## src/pgs_pkg.sv

```systemverilog
// Shared types and codes for the portamento glide slew unit.
package pgs_pkg;

    localparam int PITCH_W = 32;
    localparam int COEFF_W = 16;
    localparam int MODE_W  = 2;
    localparam int CMD_W   = 2;

    // request commands
    localparam logic [CMD_W-1:0] CMD_TICK       = 2'd0;
    localparam logic [CMD_W-1:0] CMD_SET_TARGET = 2'd1;
    localparam logic [CMD_W-1:0] CMD_SNAP       = 2'd2;

    // glide modes
    localparam logic [MODE_W-1:0] MODE_OFF    = 2'd0;
    localparam logic [MODE_W-1:0] MODE_ON     = 2'd1;
    localparam logic [MODE_W-1:0] MODE_LEGATO = 2'd2;

    // register indexes (byte address = 4 * index)
    localparam logic [1:0] REG_COEFF  = 2'd0;
    localparam logic [1:0] REG_MODE   = 2'd1;
    localparam logic [1:0] REG_THRESH = 2'd2;

    typedef struct packed {
        logic [COEFF_W-1:0] coeff;
        logic [MODE_W-1:0]  mode;
        logic [PITCH_W-1:0] thresh;
    } t_cfg;

    typedef struct packed {
        logic [PITCH_W-1:0] cur;
        logic [PITCH_W-1:0] tgt;
        logic               glide;
    } t_voice;

endpackage

```

## src/portamento_glide_slew_unit.sv

```systemverilog
// Top level of the portamento glide slew unit: request/result channels and registers.
//
// Usage: requests enter on the in channel (i_in_valid / o_in_stall) with i_cmd,
// i_pitch, i_legato and i_arp_active. A tick request returns one result on the
// out channel (o_out_valid / i_out_stall) carrying o_pitch_out; set-target and
// snap requests update the voice state and return nothing; cmd 3 is ignored.
// A request is registered at acceptance and evaluated against the voice
// state; a tick result enters the result register when the request advances.
// One request is taken per cycle unless a tick waits on a stalled result; the
// one-pole step is a single 16x32 multiply followed by an add or subtract, and
// it also updates the voice state so back-to-back ticks see each other's result.
// If the receiver stalls, the result register holds; a tick waiting behind it
// stalls the input, while set-target and snap requests still pass.
// Reset (synchronous, active low) clears the voice to pitch 0 with glide off,
// clears all registers and empties both stages. Registers sit on an APB port at
// byte addresses 0 (coefficient), 4 (glide mode) and 8 (snap threshold); write
// them only while no request is in flight.
module portamento_glide_slew_unit (
    input  logic                        i_clk,
    input  logic                        i_rst_n,
    input  logic                        i_in_valid,
    output logic                        o_in_stall,
    input  logic [pgs_pkg::CMD_W-1:0]   i_cmd,
    input  logic [pgs_pkg::PITCH_W-1:0] i_pitch,
    input  logic                        i_legato,
    input  logic                        i_arp_active,
    output logic                        o_out_valid,
    input  logic                        i_out_stall,
    output logic [pgs_pkg::PITCH_W-1:0] o_pitch_out,
    input  logic                        psel,
    input  logic                        penable,
    input  logic                        pwrite,
    input  logic [3:0]                  paddr,
    input  logic [31:0]                 pwdata,
    output logic [31:0]                 prdata,
    output logic                        pready
);
    import pgs_pkg::*;

    t_cfg               r_cfg;
    t_voice             r_voice;
    t_voice             n_voice;
    logic               r_in_valid;
    logic [CMD_W-1:0]   r_cmd;
    logic [PITCH_W-1:0] r_pitch;
    logic               r_legato;
    logic               r_arp;
    logic               r_out_valid;
    logic [PITCH_W-1:0] r_out_pitch;
    logic [PITCH_W-1:0] tick_pitch;
    logic               advance;
    logic               in_take;
    logic               cfg_wr;

    // a tick needs the result register free; other commands never wait
    assign advance = r_in_valid &&
                     ((r_cmd != CMD_TICK) || !r_out_valid || !i_out_stall);
    assign o_in_stall = r_in_valid && !advance;
    assign in_take    = i_in_valid && !o_in_stall;

    assign o_out_valid = r_out_valid;
    assign o_pitch_out = r_out_pitch;

    assign pready = 1'b1;
    assign cfg_wr = psel && penable && pwrite && pready;

    pgs_step u_step (
        .i_cmd        (r_cmd),
        .i_pitch      (r_pitch),
        .i_legato     (r_legato),
        .i_arp_active (r_arp),
        .i_cfg        (r_cfg),
        .i_voice      (r_voice),
        .o_voice      (n_voice),
        .o_tick_pitch (tick_pitch)
    );

    always_ff @(posedge i_clk) begin
        if (!i_rst_n) begin
            r_in_valid  <= 1'b0;
            r_out_valid <= 1'b0;
            r_voice     <= '0;
        end else begin
            if (in_take) begin
                r_in_valid <= 1'b1;
            end else if (advance) begin
                r_in_valid <= 1'b0;
            end
            if (advance) begin
                r_voice <= n_voice;
            end
            if (advance && (r_cmd == CMD_TICK)) begin
                r_out_valid <= 1'b1;
            end else if (!i_out_stall) begin
                r_out_valid <= 1'b0;
            end
        end
    end

    always_ff @(posedge i_clk) begin
        if (in_take) begin
            r_cmd    <= i_cmd;
            r_pitch  <= i_pitch;
            r_legato <= i_legato;
            r_arp    <= i_arp_active;
        end
        if (advance && (r_cmd == CMD_TICK)) begin
            r_out_pitch <= tick_pitch;
        end
    end

    always_ff @(posedge i_clk) begin
        if (!i_rst_n) begin
            r_cfg <= '0;
        end else if (cfg_wr) begin
            unique case (paddr[3:2])
                REG_COEFF:  r_cfg.coeff  <= pwdata[COEFF_W-1:0];
                REG_MODE:   r_cfg.mode   <= pwdata[MODE_W-1:0];
                REG_THRESH: r_cfg.thresh <= pwdata[PITCH_W-1:0];
                default:    r_cfg        <= r_cfg;
            endcase
        end
    end

    always_comb begin
        unique case (paddr[3:2])
            REG_COEFF:  prdata = {{(32-COEFF_W){1'b0}}, r_cfg.coeff};
            REG_MODE:   prdata = {{(32-MODE_W){1'b0}}, r_cfg.mode};
            REG_THRESH: prdata = r_cfg.thresh;
            default:    prdata = '0;
        endcase
    end

`ifndef SYNTHESIS
    a_snap_stops_glide: assert property (@(posedge i_clk) disable iff (!i_rst_n)
        advance && (r_cmd == CMD_SNAP)
        |=> !r_voice.glide && (r_voice.cur == r_voice.tgt))
        else $error("snap left glide running or pitches apart");

    a_arp_no_glide: assert property (@(posedge i_clk) disable iff (!i_rst_n)
        advance && (r_cmd == CMD_SET_TARGET) && r_arp
        |=> !r_voice.glide && (r_voice.cur == r_voice.tgt))
        else $error("target with arpeggiator did not jump");

    a_idle_tick_lands: assert property (@(posedge i_clk) disable iff (!i_rst_n)
        advance && (r_cmd == CMD_TICK) && !r_voice.glide
        |=> o_out_valid && (o_pitch_out == $past(r_voice.tgt)))
        else $error("tick without glide missed the target");

    a_tick_bounded: assert property (@(posedge i_clk) disable iff (!i_rst_n)
        advance && (r_cmd == CMD_TICK)
        |=> (($past(r_voice.cur) <= $past(r_voice.tgt)) &&
             (o_pitch_out >= $past(r_voice.cur)) && (o_pitch_out <= $past(r_voice.tgt))) ||
            (($past(r_voice.cur) > $past(r_voice.tgt)) &&
             (o_pitch_out <= $past(r_voice.cur)) && (o_pitch_out >= $past(r_voice.tgt))))
        else $error("tick left the span between current and target");
`endif

endmodule

```

## src/pgs_step.sv

```systemverilog
// Next-state and tick-result logic for one request of the glide unit.
module pgs_step (
    input  logic [pgs_pkg::CMD_W-1:0]   i_cmd,
    input  logic [pgs_pkg::PITCH_W-1:0] i_pitch,
    input  logic                        i_legato,
    input  logic                        i_arp_active,
    input  pgs_pkg::t_cfg               i_cfg,
    input  pgs_pkg::t_voice             i_voice,
    output pgs_pkg::t_voice             o_voice,
    output logic [pgs_pkg::PITCH_W-1:0] o_tick_pitch
);
    import pgs_pkg::*;

    logic                       rising;
    logic [PITCH_W-1:0]         mag;
    logic                       land;
    logic [PITCH_W+COEFF_W-1:0] prod;
    logic [PITCH_W-1:0]         q_dn;
    logic [PITCH_W:0]           q_up;
    logic                       set_glide;

    always_comb begin
        rising = (i_voice.tgt >= i_voice.cur);
        mag    = rising ? (i_voice.tgt - i_voice.cur) : (i_voice.cur - i_voice.tgt);
        land   = !i_voice.glide || (i_cfg.coeff == '0) || (mag <= i_cfg.thresh);
        prod   = (PITCH_W+COEFF_W)'(i_cfg.coeff) * (PITCH_W+COEFF_W)'(mag);
        q_dn   = prod[PITCH_W+COEFF_W-1:COEFF_W];
        // falling glide: floor of a negative step rounds the magnitude up
        q_up   = {1'b0, q_dn} + (PITCH_W+1)'(prod[COEFF_W-1:0] != '0);

        if (land) begin
            o_tick_pitch = i_voice.tgt;
        end else if (rising) begin
            o_tick_pitch = i_voice.tgt - q_dn;
        end else begin
            o_tick_pitch = i_voice.tgt + q_up[PITCH_W-1:0];
        end

        set_glide = !i_arp_active &&
                    ((i_cfg.mode == MODE_ON) || ((i_cfg.mode == MODE_LEGATO) && i_legato));

        o_voice = i_voice;
        unique case (i_cmd)
            CMD_TICK: begin
                o_voice.cur = o_tick_pitch;
            end
            CMD_SET_TARGET: begin
                o_voice.tgt   = i_pitch;
                o_voice.glide = set_glide;
                if (!set_glide) begin
                    o_voice.cur = i_pitch;
                end
            end
            CMD_SNAP: begin
                o_voice.cur   = i_pitch;
                o_voice.tgt   = i_pitch;
                o_voice.glide = 1'b0;
            end
            default: begin
                o_voice = i_voice;
            end
        endcase
    end

endmodule
```

## config.mk

```make
export PLATFORM = sky130hd
export DESIGN_NAME = portamento_glide_slew_unit
export DESIGN_NICKNAME = d
export VERILOG_FILES = /design/src/pgs_pkg.sv /design/src/portamento_glide_slew_unit.sv /design/src/pgs_step.sv
export SDC_FILE = /design/constraint.sdc
export NUM_CORES = 2
export LEC_CHECK = 0
export BUFFER_PORTS_ARGS = -buffer_cell sky130_fd_sc_hd__buf_2
export CORE_MARGIN = 3
export CORE_UTILIZATION = 55
export DETAILED_ROUTE_END_ITERATION = 8
export PLACE_DENSITY = 0.82
export SYNTH_ARGS = -nofsm -noshare
export SYNTH_HDL_FRONTEND = slang
export SYNTH_SLANG_ARGS = --single-unit
export TNS_END_PERCENT = 30
```

## constraint.sdc

```tcl
create_clock -name i_clk -period 13.7 [get_ports i_clk]
set_input_delay 2.74 -clock i_clk [delete_from_list [all_inputs] [get_ports i_clk]]
set_output_delay 2.74 -clock i_clk [all_outputs]
set_load 0.05 [all_outputs]
```

==> summary.md <==
| Metric | Value |
|---|---|
| First-pass GRT wire length | `142 mm` |
| Pin count of the biggest net entering global routing | `65` |
| Final ANT Viol Nets | `0` |
| WHS | `0.473 ns` |
| Max-slew violation count | `0` |
| Post-synth EDFFs | `68` |
| Fin nets | `4,564` |
| Top-Level Pins | `146` |
| CTS Buffer Depth | `2` |
| Hold WC Path Type | `reg -> reg` |
| Die Y | `243 um` |
| Area Overhead vs Synth | `6.58%` |
| Routed Wire Length | `87.5 mm` |
| MaxCap Viol Count | `0` |
| Final Skew | `0.0243 ns` |
| Clock Latency Late Sink | `0.48 ns` |
| Remaining DRCs | `0` |
| Max incr delay on CP | `0.53 ns` |
| Unique masters post-synth | `93` |
| Final instance area | `33,000 um^2` |
| Place WS | `0.837 ns` |
| Core area | `55,400 um^2` |
| Crit path capture type | `register` |
| RSZ-0062 raised after global routing | `no` |
| Seq/Total Area, Yosys | `14.2%` |
| Buffers on Ports | `142` |
| All-Layer GR Usage | `30.0%` |
| Total CTS buffers | `17` |
| Gp weighted congestion | `0.986` |
| DR vias/cell | `5.79` |
| R2R cell count | `51` |
| Top_reg_cell synth | `dfxtp_1` |
| Post-CTS sizing | `0` |
| Die Span X | `243 um` |
| Vias in the first global route | `26,900` |
| Initial antenna violation count | `3` |
| Via Count | `26,300` |
| Final worst slack | `0.605 ns` |
| Hold path cells | `2` |
| Initial DRC Count | `2,306` |
| Seq cells post-synth | `185` |
| Synth warn | `0` |
| Placed Instance Area | `32,400 um^2` |
| CTS Hold Bufs | `0` |
| Final setup fails | `0` |
| Rel. slew slack | `14.0%` |
| Mapped Area | `31,000 um^2` |
| CTS tree | `yes` |
| Final period utilization | `95.6%` |
| Postcts setup bufs | `0` |
| Layout cells sized above 1 | `8.51%` |
| Synthesized instance count | `3,749` |
| Setup_tns | `0 ns` |
| Critical-path top delay cell | `fa_1` |
| Avg Cell Area, Syn | `8.26 um^2` |
| Detailed Place HPWL | `66.7 mm` |
| Status | `completed` |
| Final hold viol count | `0` |
| Num Clock Sinks | `185` |
| PwrDens | `88.0 nW/um^2` |
| Core Rows | `86` |
| Worst-Margin Slew | `1.28 ns` |
| Crit-path max FO | `27` |
| Critical path data arrival time | `13.30 ns` |
| Peak VDD IR | `0.000112 V` |
| Initial Util | `55.9%` |
| Syn_nets | `4,531` |
| Worst-path clk slew | `0.07 ns` |
| Required time worst endpoint | `13.91 ns` |
| H-tree depth | `4` |
| Pre-Repair DR Iteration Count | `6` |
| FMAX | `76.4 MHz` |
| CTS root buffer | `clkbuf_16` |
| Post-synth ARST share | `0%` |
| Crit path time final | `13.09 ns` |
| Leakage power | `15.4 nW` |
| Critical path class | `reg -> reg` |
| Routed len/inst | `19.3 um` |
| Worst Setup Start Kind | `register` |
| Die area | `59,200 um^2` |
| Grt ovf | `0` |
-- cells in the final DEF, fill, tap and decap left out, types with 11 or more instances in the layout --
| master | count |
|---|---|
| nor3_1 | 23 |
| a311oi_1 | 12 |
| a21oi_1 | 255 |
| buf_4 | 79 |
| ha_1 | 280 |
| xnor2_1 | 78 |
| buf_2 | 142 |
| nand2b_1 | 34 |
| mux2_2 | 15 |
| nand2_1 | 619 |
| o211ai_1 | 15 |
| o21bai_1 | 35 |
| nor2_1 | 140 |
| nor4_1 | 13 |
| o21ai_0 | 96 |
| mux2i_1 | 44 |
| inv_1 | 635 |
| dfxtp_2 | 11 |
| dfxtp_1 | 106 |
| nand4_1 | 24 |
| xor2_1 | 25 |
| a21o_1 | 81 |
| o21ai_1 | 11 |
| and3_1 | 15 |
| nor2b_1 | 28 |
| o31ai_1 | 18 |
| nand3_1 | 37 |
| edfxtp_1 | 68 |
| clkbuf_16 | 17 |
| a211oi_1 | 20 |
| fa_1 | 423 |
| and2_1 | 190 |
| a31oi_1 | 21 |
-- cell type report --
| class | count | area [um^2] |
|---|---|---|
| clock buffer | 20 | 457 |
| fill | 4795 | 22400 |
| clock inverter | 12 | 114 |
| timing repair buffer | 221 | 1300 |
| sequential | 185 | 4400 |
| inverter | 637 | 2390 |
| antenna | 1 | 2.50 |
| tap | 748 | 936 |
| multi-input combinational | 2720 | 23400 |
-- cell usage after synthesis (7+ instances only) --
master	count	area, um^2
a211o_1	7	61.3
a211oi_1	21	158
a21o_1	81	608
a21oi_1	256	1280
a221oi_1	9	78.8
a311oi_1	12	105
a31oi_1	21	131
and2_1	190	1190
and3_1	15	93.8
and4_1	8	70.1
buf_1	12	45.0
buf_2	22	110
clkbuf_1	166	623
dfxtp_1	117	2340
edfxtp_1	68	2040
fa_1	423	8470
ha_1	280	3500
inv_1	636	2390
mux2_2	15	169
mux2_4	7	105
mux2i_1	44	440
nand2_1	619	2320
nand2b_1	34	213
nand3_1	37	185
nand4_1	24	150
nor2_1	141	529
nor2b_1	29	181
nor3_1	24	120
nor4_1	13	81.3
o211ai_1	15	113
o21a_1	9	67.6
o21ai_0	96	480
o21ai_1	11	55.1
o21bai_1	35	263
o22ai_1	8	50.1
o31a_1	10	87.6
o31ai_1	18	135
or3_1	10	62.6
xnor2_1	79	692
xor2_1	25	219
-- path summary, 6_finish.rpt --
check / endpoint / start / slack [ns]
worst max-delay path: o_pitch_out[31] / r_voice[1] / 0.61
worst min-delay path: r_cfg[10] / r_cfg[10] / 0.47
worst max register to register: o_pitch_out[31] / r_voice[1] / 0.61
worst min register to register: r_cfg[10] / r_cfg[10] / 0.47
-- cells by family (layout without fill, tap and decap cells) --
family	count (synthesis)	count (layout)	share of synthesized area, %
and+or+nand+nor	1173	1174	17.5
other	1	2	0.0121
adders and majority gates	703	703	38.6
DFF	185	185	14.2
buffers and inverters	845	890	10.5
xor gates and xnor gates	105	105	2.99
muxes	66	66	2.31
AOI/OAI and AO/OA	671	671	13.9
-- flip-flops by register name, summed over array words and instances (netlist names) --
signal       cells
r_cfg           50
r_cmd            2
r_voice         65
o_pitch_out     32
r_pitch         32
r_arp            1
r_in_valid       1
o_out_valid      1
r_legato         1
-- per-stage QoR --
step                      std cells  util [%]  total power, W
final                          4544      59.6         0.00290
after global routing           4544      59.6         0.00307
after CTS                      4542      59.6         0.00286
after detailed placement       4510      58.5         0.00235
after global placement         4510      58.5         0.00233
after floorplan                3749         -         0.00174
-- metal layers --
| metal | vias up | global-route usage (%) | wire length (um) |
|---|---|---|---|
| met5 | - | 0 | 26 |
| met4 | 4 | 9.46 | 2780 |
| met3 | 208 | 7.70 | 8730 |
| met2 | 1299 | 47.4 | 39400 |
| met1 | 12800 | 40.5 | 36600 |
| li1 | 12000 | - | - |
-- power by group --
part,switching [W],internal (W),leakage [nW]
Clock,0.000240,0.000262,0.271
Combinational,0.00119,0.000601,13.6
Sequential,0.0000250,0.000590,1.58
Total,0.00145,0.00145,15.4
-- critical path: cells and delay by family, from the launching register on --
kind                     cells  cell delay, ns
buffers and inverters       10            1.26
AND/OR/NAND/NOR              8            1.68
flip-flops                   1            0.38
AO/OA/AOI/OAI               18            4.02
multiplexers                 1            0.39
XOR/XNOR                     4            0.76
adder cells (fa/ha/maj)     10            4.32
No activity file was read; power rests on OpenSTA's default activity.
